`config.mk`:
```
export PLATFORM = sky130hd
export DESIGN_NAME = mandelbrot_escape_count_unit
export DESIGN_NICKNAME = d
export VERILOG_FILES = /design/src/sv/mbe_pkg.sv /design/src/sv/mbe_core.sv /design/src/sv/mandelbrot_escape_count_unit.sv
export SDC_FILE = /design/constraint.sdc
export NUM_CORES = 2
export LEC_CHECK = 0
export BUFFER_PORTS_ARGS = -buffer_cell sky130_fd_sc_hd__buf_2
export CAP_MARGIN = 25
export CORE_UTILIZATION = 45
export DETAILED_ROUTE_END_ITERATION = 16
export GPL_TIMING_DRIVEN = 0
export PLACE_DENSITY = 0.71
export SYNTH_ARGS = -nofsm -noshare
export SYNTH_HDL_FRONTEND = slang
export SYNTH_HIERARCHICAL = 1
export SYNTH_SLANG_ARGS = --single-unit
export TNS_END_PERCENT = 30
```
`constraint.sdc`:
```
create_clock -name clk -period 15.55 [get_ports clk]
set_input_delay 2.3325 -clock clk [delete_from_list [all_inputs] [get_ports clk]]
set_output_delay 2.3325 -clock clk [all_outputs]
set_load 0.1 [all_outputs]
```
`src/sv/mbe_pkg.sv`:
```
`timescale 1ns / 1ps
// ----------------------------------------------------------------------------
// mbe_pkg
// Shared types and constants of the escape count unit.
// ----------------------------------------------------------------------------
package mbe_pkg;

	localparam int MBE_FRAC_BITS  = 60;   // default fraction bits of c and z
	localparam int MBE_W          = 64;   // width of c and z
	localparam int MBE_HALF_W     = 32;   // width of one multiplier operand
	localparam int MBE_ACC_W      = 128;  // width of an exact product
	localparam int MBE_CNT_W      = 8;    // width of the iteration count
	localparam int MBE_STEP_W     = 4;    // partial product step counter
	localparam int MBE_PHASE_W    = 2;
	localparam int MBE_PART_W     = 2;
	localparam logic [MBE_CNT_W-1:0] MBE_LIMIT_RESET = 8'd128;

	// Twelve partial products per iteration: three 64x64 products, four each.
	localparam logic [MBE_STEP_W-1:0] MBE_STEP_LAST = 4'd11;

	// Which product a partial product belongs to.
	localparam logic [MBE_PHASE_W-1:0] PH_RR = 2'd0;  // zr * zr
	localparam logic [MBE_PHASE_W-1:0] PH_II = 2'd1;  // zi * zi
	localparam logic [MBE_PHASE_W-1:0] PH_RI = 2'd2;  // zr * zi

	typedef enum logic [2:0] {
		ST_IDLE,
		ST_MUL,
		ST_DRAIN,
		ST_EVAL,
		ST_DIFF,
		ST_ADD,
		ST_MAG
	} mbe_state_t;

	typedef struct packed {
		logic                  load;   // take a new point, clear z
		logic                  issue;  // start one partial product
		logic [MBE_STEP_W-1:0] step;   // which partial product
		logic                  diff;   // form the rounded new z before adding c
		logic                  add;    // add c and check for a huge z
		logic                  mag;    // take the magnitudes of the new z
	} mbe_ctl_t;

	typedef struct packed {
		logic esc;  // escape is certain at this test
		logic big;  // the last update produced a huge z
	} mbe_sts_t;

endpackage

```
`src/sv/mbe_core.sv`:
```
`timescale 1ns / 1ps
// ----------------------------------------------------------------------------
// mbe_core
// Datapath: one shared 32x32 multiplier, product accumulators, update of z.
// ----------------------------------------------------------------------------
module mbe_core
	import mbe_pkg::*;
#(
	parameter int FRAC_BITS = MBE_FRAC_BITS
) (
	input  logic             clk,
	input  logic             arst_n,
	input  mbe_ctl_t         ctl,
	input  logic [MBE_W-1:0] c_re,
	input  logic [MBE_W-1:0] c_im,
	output mbe_sts_t         sts
);

	localparam int THR_BIT = 2 * FRAC_BITS + 2;  // 4.0 in the squared scale

	logic [MBE_W-1:0]      cr_q, ci_q, zr_q, zi_q, mr_q, mi_q, a_q, b_q;
	logic                  big_q;
	logic [MBE_ACC_W-1:0]  rr_q, ii_q, ri_q;

	logic [MBE_PHASE_W-1:0] op_phase;
	logic [MBE_PART_W-1:0]  op_part;
	logic [MBE_W-1:0]       op_a, op_b;
	logic [MBE_HALF_W-1:0]  half_a, half_b;
	logic [MBE_W-1:0]       pp_s1;
	logic [MBE_STEP_W-1:0]  tag_s1;
	logic                   vld_s1;

	logic [MBE_PHASE_W-1:0] acc_phase;
	logic [MBE_PART_W-1:0]  acc_part;
	logic [1:0]             acc_shift;
	logic [MBE_ACC_W-1:0]   acc_cur, acc_base, acc_pp, acc_sum;

	logic [MBE_ACC_W-1:0]   sq_sum, dif, dbl, dbl_n;
	logic [MBE_W-1:0]       sr, si;

	// Signed overflow of a + c, or a sum of magnitude 2.0 or more.
	function automatic logic huge(input logic [MBE_W-1:0] a, input logic [MBE_W-1:0] c,
			input logic [MBE_W-1:0] s);
		logic ovf;
		logic small_neg;
		logic oversize;
		ovf       = (a[MBE_W-1] == c[MBE_W-1]) && (s[MBE_W-1] != a[MBE_W-1]);
		small_neg = (&s[MBE_W-1:FRAC_BITS+1]) && (|s[FRAC_BITS:0]);
		oversize  = s[MBE_W-1] ? !small_neg : (|s[MBE_W-1:FRAC_BITS+1]);
		return ovf || oversize;
	endfunction

	// Operand selection for the shared multiplier.
	assign op_phase = ctl.step[MBE_STEP_W-1:MBE_PART_W];
	assign op_part  = ctl.step[MBE_PART_W-1:0];

	always_comb begin
		case (op_phase)
			PH_RR: begin
				op_a = mr_q;
				op_b = mr_q;
			end
			PH_II: begin
				op_a = mi_q;
				op_b = mi_q;
			end
			default: begin
				op_a = mr_q;
				op_b = mi_q;
			end
		endcase
		half_a = op_part[1] ? op_a[MBE_W-1:MBE_HALF_W] : op_a[MBE_HALF_W-1:0];
		half_b = op_part[0] ? op_b[MBE_W-1:MBE_HALF_W] : op_b[MBE_HALF_W-1:0];
	end

	always_ff @(posedge clk or negedge arst_n) begin
		if (!arst_n) begin
			vld_s1 <= 1'b0;
		end else begin
			vld_s1 <= ctl.issue;
		end
	end

	always_ff @(posedge clk) begin
		pp_s1  <= MBE_W'(half_a) * MBE_W'(half_b);
		tag_s1 <= ctl.step;
	end

	// Accumulation of the registered partial product at offset 0, 32 or 64.
	assign acc_phase = tag_s1[MBE_STEP_W-1:MBE_PART_W];
	assign acc_part  = tag_s1[MBE_PART_W-1:0];
	assign acc_shift = {1'b0, acc_part[1]} + {1'b0, acc_part[0]};

	always_comb begin
		case (acc_phase)
			PH_RR:   acc_cur = rr_q;
			PH_II:   acc_cur = ii_q;
			default: acc_cur = ri_q;
		endcase
		case (acc_shift)
			2'd0:    acc_pp = {{MBE_W{1'b0}}, pp_s1};
			2'd1:    acc_pp = {{MBE_HALF_W{1'b0}}, pp_s1, {MBE_HALF_W{1'b0}}};
			2'd2:    acc_pp = {pp_s1, {MBE_W{1'b0}}};
			default: acc_pp = '0;
		endcase
		acc_base = (acc_part == '0) ? '0 : acc_cur;
		acc_sum  = acc_base + acc_pp;
	end

	// Escape test and rounded update terms.
	assign sq_sum = rr_q + ii_q;
	assign dif    = rr_q - ii_q;
	assign dbl    = {ri_q[MBE_ACC_W-2:0], 1'b0};
	assign dbl_n  = (zr_q[MBE_W-1] ^ zi_q[MBE_W-1]) ? (~dbl + 1'b1) : dbl;
	assign sr     = a_q + cr_q;
	assign si     = b_q + ci_q;

	always_ff @(posedge clk) begin
		if (vld_s1) begin
			case (acc_phase)
				PH_RR:   rr_q <= acc_sum;
				PH_II:   ii_q <= acc_sum;
				default: ri_q <= acc_sum;
			endcase
		end
		if (ctl.load) begin
			cr_q  <= c_re;
			ci_q  <= c_im;
			zr_q  <= '0;
			zi_q  <= '0;
			mr_q  <= '0;
			mi_q  <= '0;
			big_q <= 1'b0;
		end
		if (ctl.diff) begin
			a_q <= dif[FRAC_BITS+MBE_W-1:FRAC_BITS];
			b_q <= dbl_n[FRAC_BITS+MBE_W-1:FRAC_BITS];
		end
		if (ctl.add) begin
			zr_q  <= sr;
			zi_q  <= si;
			big_q <= big_q | huge(a_q, cr_q, sr) | huge(b_q, ci_q, si);
		end
		if (ctl.mag) begin
			mr_q <= zr_q[MBE_W-1] ? (~zr_q + 1'b1) : zr_q;
			mi_q <= zi_q[MBE_W-1] ? (~zi_q + 1'b1) : zi_q;
		end
	end

	assign sts.big = big_q;
	assign sts.esc = big_q || (|sq_sum[MBE_ACC_W-1:THR_BIT]);

endmodule

```
`src/sv/mandelbrot_escape_count_unit.sv`:
```
`timescale 1ns / 1ps
// ----------------------------------------------------------------------------
// mandelbrot_escape_count_unit
// Escape time counter for one complex point of the Mandelbrot iteration.
// ----------------------------------------------------------------------------
// The unit takes one point c (c_real, c_imag, signed fixed point with
// FRAC_BITS fraction bits in 64 bits) per input word and iterates
// z = z*z + c from z = 0. Before each iteration it checks |z|^2 >= 4; when
// that holds the result word carries the count so far and escaped = 1.
// Otherwise, once the count has reached max_iterations, the result carries
// the count and escaped = 0. When both hold at once the point is reported as
// escaped, and a limit of zero gives count 0 and escaped 0. Squares and the
// cross product are kept exact at 128 bits and floored once to FRAC_BITS, so
// nothing wraps before the escape test; a new z of magnitude 2.0 or more, or
// one that overflows when c is added, is flagged and escapes at the next test.
// All products go through one shared 32x32 multiplier: each iteration runs
// twelve partial products, then the drain, test, difference, add and
// magnitude states. The default limit is 128. A point whose new z turns huge
// skips the last round of products and the drain. The unit works on one point
// at a time and holds in_stall high until that point's result is in the
// output register; a result waiting there does not keep the next point from
// being accepted. max_iterations is written through cfg_we and cfg_wdata and
// should be changed only while the unit is idle.
// ----------------------------------------------------------------------------
module mandelbrot_escape_count_unit
	import mbe_pkg::*;
#(
	parameter int FRAC_BITS = MBE_FRAC_BITS
) (
	input  logic                    clk,
	input  logic                    arst_n,

	input  logic                    cfg_we,
	input  logic [MBE_CNT_W-1:0]    cfg_wdata,

	input  logic                    in_valid,
	output logic                    in_stall,
	input  logic signed [MBE_W-1:0] c_real,
	input  logic signed [MBE_W-1:0] c_imag,

	output logic                    out_valid,
	input  logic                    out_stall,
	output logic [MBE_CNT_W-1:0]    iteration_count,
	output logic                    escaped
);

	mbe_state_t state_q, state_d;
	logic [MBE_STEP_W-1:0] step_q;
	logic [MBE_CNT_W-1:0]  n_q, max_q;
	logic                  out_valid_q;
	logic [MBE_CNT_W-1:0]  count_q;
	logic                  esc_q;

	mbe_ctl_t ctl;
	mbe_sts_t sts;
	logic     accept;
	logic     finish;
	logic     slot_free;
	logic     emit;

	mbe_core #(
		.FRAC_BITS(FRAC_BITS)
	) u_core (
		.clk   (clk),
		.arst_n(arst_n),
		.ctl   (ctl),
		.c_re  ($unsigned(c_real)),
		.c_im  ($unsigned(c_imag)),
		.sts   (sts)
	);

	assign in_stall  = (state_q != ST_IDLE);
	assign accept    = in_valid && !in_stall;
	// The point is done when escape is certain or the count has hit the limit.
	assign finish    = sts.esc || (n_q >= max_q);
	// The output register can take a new word if it is empty or being drained.
	assign slot_free = !out_valid_q || !out_stall;
	assign emit      = (state_q == ST_EVAL) && finish && slot_free;

	// Next state.
	always_comb begin
		state_d = state_q;
		case (state_q)
			ST_IDLE: begin
				if (accept) state_d = ST_MUL;
			end
			ST_MUL: begin
				if (step_q == MBE_STEP_LAST) state_d = ST_DRAIN;
			end
			ST_DRAIN: begin
				state_d = ST_EVAL;
			end
			ST_EVAL: begin
				// A finished point waits here while the output register is full.
				if (finish) begin
					if (slot_free) state_d = ST_IDLE;
				end else begin
					state_d = ST_DIFF;
				end
			end
			ST_DIFF: begin
				state_d = ST_ADD;
			end
			ST_ADD: begin
				// A huge z skips the products: the next test escapes on the flag.
				state_d = ST_MAG;
			end
			ST_MAG: begin
				state_d = sts.big ? ST_EVAL : ST_MUL;
			end
			default: begin
				state_d = ST_IDLE;
			end
		endcase
	end

	// Datapath controls.
	always_comb begin
		ctl       = '0;
		ctl.step  = step_q;
		case (state_q)
			ST_IDLE:  ctl.load  = accept;
			ST_MUL:   ctl.issue = 1'b1;
			ST_DIFF:  ctl.diff  = 1'b1;
			ST_ADD:   ctl.add   = 1'b1;
			ST_MAG:   ctl.mag   = 1'b1;
			default:  ctl       = '0;
		endcase
	end

	always_ff @(posedge clk or negedge arst_n) begin
		if (!arst_n) begin
			state_q     <= ST_IDLE;
			step_q      <= '0;
			n_q         <= '0;
			max_q       <= MBE_LIMIT_RESET;
			out_valid_q <= 1'b0;
		end else begin
			state_q <= state_d;
			if (cfg_we) max_q <= cfg_wdata;
			if (state_q == ST_MUL) begin
				step_q <= (step_q == MBE_STEP_LAST) ? '0 : step_q + 1'b1;
			end
			if (accept) begin
				n_q <= '0;
			end else if (state_q == ST_ADD) begin
				n_q <= n_q + 1'b1;
			end
			if (emit) begin
				out_valid_q <= 1'b1;
			end else if (!out_stall) begin
				out_valid_q <= 1'b0;
			end
		end
	end

	always_ff @(posedge clk) begin
		if (emit) begin
			count_q <= n_q;
			esc_q   <= sts.esc;
		end
	end

	assign out_valid       = out_valid_q;
	assign iteration_count = count_q;
	assign escaped         = esc_q;

endmodule
```
Word-level counts from Yosys, hierarchy flattened
Index checks and enable logic that the tools add are counted.

Output and inout bits: 11. Logic and storage cells: 136. Flip-flop bits (word level): 999.

Muxes and demuxes: 36. Reduce and logical (&&, ||, !) cells: 39. Equality and inequality tests: 19. Order comparisons: 1. Bitwise gates (word level): 7. $add $sub $neg: 11. Multipliers: 1.

Operators with widths (number): 64-bit two-way mux (9); 128-bit case mux with 3 select lines (1); 128-bit adder (2); 128-bit case mux with 2 select lines (1); 64-bit by 1-bit adder with 64-bit output, second input constant (2); 64-bit adder (2); 128-bit two-way mux (1); 64-bit NOT (2); 124-bit by 1-bit adder with 124-bit output, second input constant (1); 124-bit two-way mux (1); 124-bit NOT (1); 124-bit subtractor (1); 61-bit OR reduction (2); 32-bit by 32-bit multiplier with 64-bit output (1); 32-bit two-way mux (2); 3-bit case mux with 7 select lines (1); 8-bit two-way mux (2); 3-bit two-way mux (4); 1-bit two-way mux (11); 3-bit == test, second input constant (3); 3-bit AND reduction (3); 8-bit by 1-bit adder with 8-bit output, second input constant (1); 8-bit >= comparator (1); 2-bit zero test (4); other kinds (28) (55).

Depth between registers and ports, before layout
Depth after elaboration: 9. Depth in mapped cells: 41.

Hierarchy
The synthesis kept the hierarchy.

Modules (own cells, without submodules): mbe_core (cells each 10543, instances 1, area an instance 97553.6 um2); mandelbrot_escape_count_unit (cells each 150, instances 1, area an instance 1586.5 um2).

Worst setup path after synthesis
Ideal clock, no wire load.

Kind: reg2reg. From: register u_core.tag_s1[3]. To: register u_core.rr_q[0] (enable). Setup time: 799 ps. Slack: 4598 ps. Cell stages (with the launch flop): 5. Arrival: 10153 ps. Period minus slack after synthesis: 10952 ps. Required time: 14751 ps. Buffers on the path: 3. Cell sequence: dfxtp_1 clkbuf_1 clkbuf_1 buf_1 nor3b_1.

Word-level cells in the longest chain between the ends: 2.

Ends and longest elaborated chain: start, declared (line mbe_core.sv:30) `logic [MBE_STEP_W-1:0] tag_s1;`; start signal, assigned (line mbe_core.sv:86) `tag_s1 <= ctl.step;`; 2-bit zero test (line mbe_core.sv:120) `case (acc_phase)`; 2-bit AND reduction (no line); end signal, assigned (line mbe_core.sv:121) `PH_RR: rr_q <= acc_sum;`; end, declared (line mbe_core.sv:23) `logic [MBE_ACC_W-1:0] rr_q, ii_q, ri_q;`.

No other way between the ends. A chain may end at the register's enable or synchronous reset.

==> impl_metrics.csv <==
group,metric,value,unit
sta,finalCritPeriodShare,85.2,%
setup_path,path_class,"reg2reg",
status,status,"complete, no violations",
sta,relSlewSlack,15.1,%
sta,rsz0062_at_grt,"false",
routing,wl_per_cell,28.8,um
logic_synthesis,synthSimpleGateAreaFrac,16.0,%
floorplanning,die_area,222000,um2
global_route,grt_max_degree,72,
finish,mostFrequentLayoutCells,"inv_1 (1,213), nor2_1 (1,190), nand2_1 (1,103)",
placement,gp_congestion,1.12,
floorplanning,ios,152,
routing,drc_errors,0,
setup_path,critPathTopFamily,"adder cells",
setup_path,cp.buffers_inverters,9,
clock_tree,clk_pin_slew,0.06,ns
sta,finalSetupTns,0,ns
sta,timing.hold.ws,0.533,ns
clock_tree,cts-hold-fix-buffers,0,
setup_path,required,16.20,ns
finish,mostFrequentLayoutCell,"inv_1",
setup_path,slowest_delay,0.75,ns
placement,numPlacedInstances,13800,
routing,first_pass_iters,9,
sta,fmax,75.4,MHz
floorplanning,die_h,471,um
sta,final.min_clock_period,13.25,ns
global_route,grt_usage,36.1,%
logic_synthesis,synth_top_family_by_area,"adder cells",
global_route,overflow,0,
clock_tree,root_buffer,"clkbuf_16",
global_route,antenna_found_initial,40,
setup_path,arrival,13.90,ns
floorplanning,die_w,471,um
logic_synthesis,syn-num-nets,12500,
routing,drt_iter0_drc,10500,
placement,hpwl,334000,um
sta,hold_viol_final,0,
floorplanning,core_area,218000,um2
routing,wl,406000,um
setup_path,critPathMaxFanout,10,
clock_tree,cts_tree,"yes",
setup_path,cp_common_cell,"fa_1",
logic_synthesis,netlist_area,99100,um2
clock_tree,clock_sinks,999,
logic_synthesis,synth_fa_ha_area_share,28.0,%
routing,vias,85200,
logic_synthesis,synth.area.mux_share,1.49,%
finish,areaGrowthSynthToFinish,10.3,%
setup_path,cp-start-kind,"register",
finish,drive_above_1_share,5.27,%
logic_synthesis,synth_xor_area_share,4.81,%
logic_synthesis,synth_cells,10700,
logic_synthesis,synth.distinct_cells,92,
clock_tree,cts_resized,0,
logic_synthesis,synth-edff-count,906,
placement,pre_cts_ws,2.31,ns
logic_synthesis,async_flop_share,2.50,%
min_path,hp-class,"reg2reg",
clock_tree,cts_max_level,3,
routing,ant_nets,0,
logic_synthesis,ys_warn_count,6,
placement,port_buffers,151,
global_route,grt_pass1_wl,576000,um
logic_synthesis,synth-seq-cells,999,
sta,finalSetupViolCount,0,
sta,fin_skew,0.0932,ns
floorplanning,start_util,45.5,%
logic_synthesis,synth_ff_type,"edfxtp_1",
sta,final_max_slew_viol_count,0,
routing,viasPerCell,6.06,
global_route,first_global_vias,83000,
clock_tree,post_cts_buffers,0,
logic_synthesis,avgSynthCellArea,9.27,um2
setup_path,end_kind,"register",
sta,setup_ws,2.30,ns
logic_synthesis,ys_seq_area_share,29.4,%
setup_path,slowest_stage,"a21oi_1",
flow_run,cap_violations,0,
clock_tree,insertion_delay,0.81,ns
finish,fin_nets,12900,
clock_tree,cts_buffers,114,
clock_tree,cts_buffer_depth,3,
sta,worstMarginPinSlew,1.27,ns
logic_synthesis,synth_compound_area_share,13.7,%
finish,post_layout_nonfiller_instances,14100,
floorplanning,rows,171,
## registers in the layout, indices dropped and copies added (netlist names), 3 cells and up
name             cells
iteration_count      8
max_q                8
n_q                  8
state_q              3
step_q               4
u_core/a_q          64
u_core/b_q          64
u_core/ci_q         64
u_core/cr_q         64
u_core/ii_q        128
u_core/mi_q         64
u_core/mr_q         64
u_core/pp_s1        64
u_core/ri_q        128
u_core/rr_q        128
u_core/tag_s1        4
u_core/zi_q         64
u_core/zr_q         64
## final timing paths
path	startpoint	endpoint	slack [ns]	cells past startpoint
max	state_q[0]$_DFFE_PN0P_	u_core/pp_s1[63]$_DFF_P_	2.30	38
min in group asynchronous	arst_n	max_q[0]$_DFFE_PN0P_	1.57	1
max in group asynchronous	arst_n	step_q[0]$_DFFE_PN0P_	13.54	1
max reg2reg	state_q[0]$_DFFE_PN0P_	u_core/pp_s1[63]$_DFF_P_	2.30	38
min reg2reg	n_q[7]$_DFFE_PN0P_	iteration_count[7]$_DFFE_PP_	0.53	0
min	n_q[7]$_DFFE_PN0P_	iteration_count[7]$_DFFE_PP_	0.53	0
## cell usage after synthesis (130+ instances only)
cell,count,area (um2)
a21o_1,261,1960
a21oi_1,687,3440
and2_1,315,1970
clkbuf_1,505,1900
edfxtp_1,906,27200
fa_1,899,18000
ha_1,778,9730
inv_1,1213,4550
mux2i_1,134,1340
nand2_1,1103,4140
nand3_1,151,756
nand4_1,130,813
nor2_1,1191,4470
o21ai_0,372,1860
xnor2_1,381,3340
xor2_1,163,1430
## stage by stage
step | util, % | cell area [um2]
2_1_floorplan | - | 99100
3_3_place_gp | 47.5 | 103000
3_5_place_dp | 48.1 | 105000
4_1_cts | 50.0 | 109000
5_1_grt | 50.1 | 109000
6_report | 50.2 | 109000
## cell type report
| cell class | instances | area, um2 |
|---|---|---|
| Buffer | 542 | 2070 |
| Antenna cell | 18 | 45.0 |
| Clock inverter | 82 | 1030 |
| Multi-Input combinational cell | 7939 | 63400 |
| Inverter | 1213 | 4550 |
| Tap cell | 2854 | 3570 |
| Fill cell | 20100 | 109000 |
| Sequential cell | 999 | 29200 |
| Clock buffer | 132 | 2920 |
| Timing Repair Buffer | 284 | 2530 |
## per-layer routing
metal,global-route usage (%),up-vias,share of wire [%]
met4,22.7,20,7.5
met5,0,-,0.051
met2,52.1,5159,41
met1,46.9,41800,39
met3,11.4,1158,12
li1,-,37100,-
## kinds of logic after synthesis
| logic type | after synthesis |
|---|---|
| simple gates | 3455 |
| buf+inv | 1755 |
| compound gates | 2122 |
| fa+ha+maj | 1677 |
| xor+xnor | 544 |
| mux | 141 |
| flops | 999 |
Power is not shown: default switching activity piles up to over one toggle a cycle in this logic, so the estimate is an artifact.
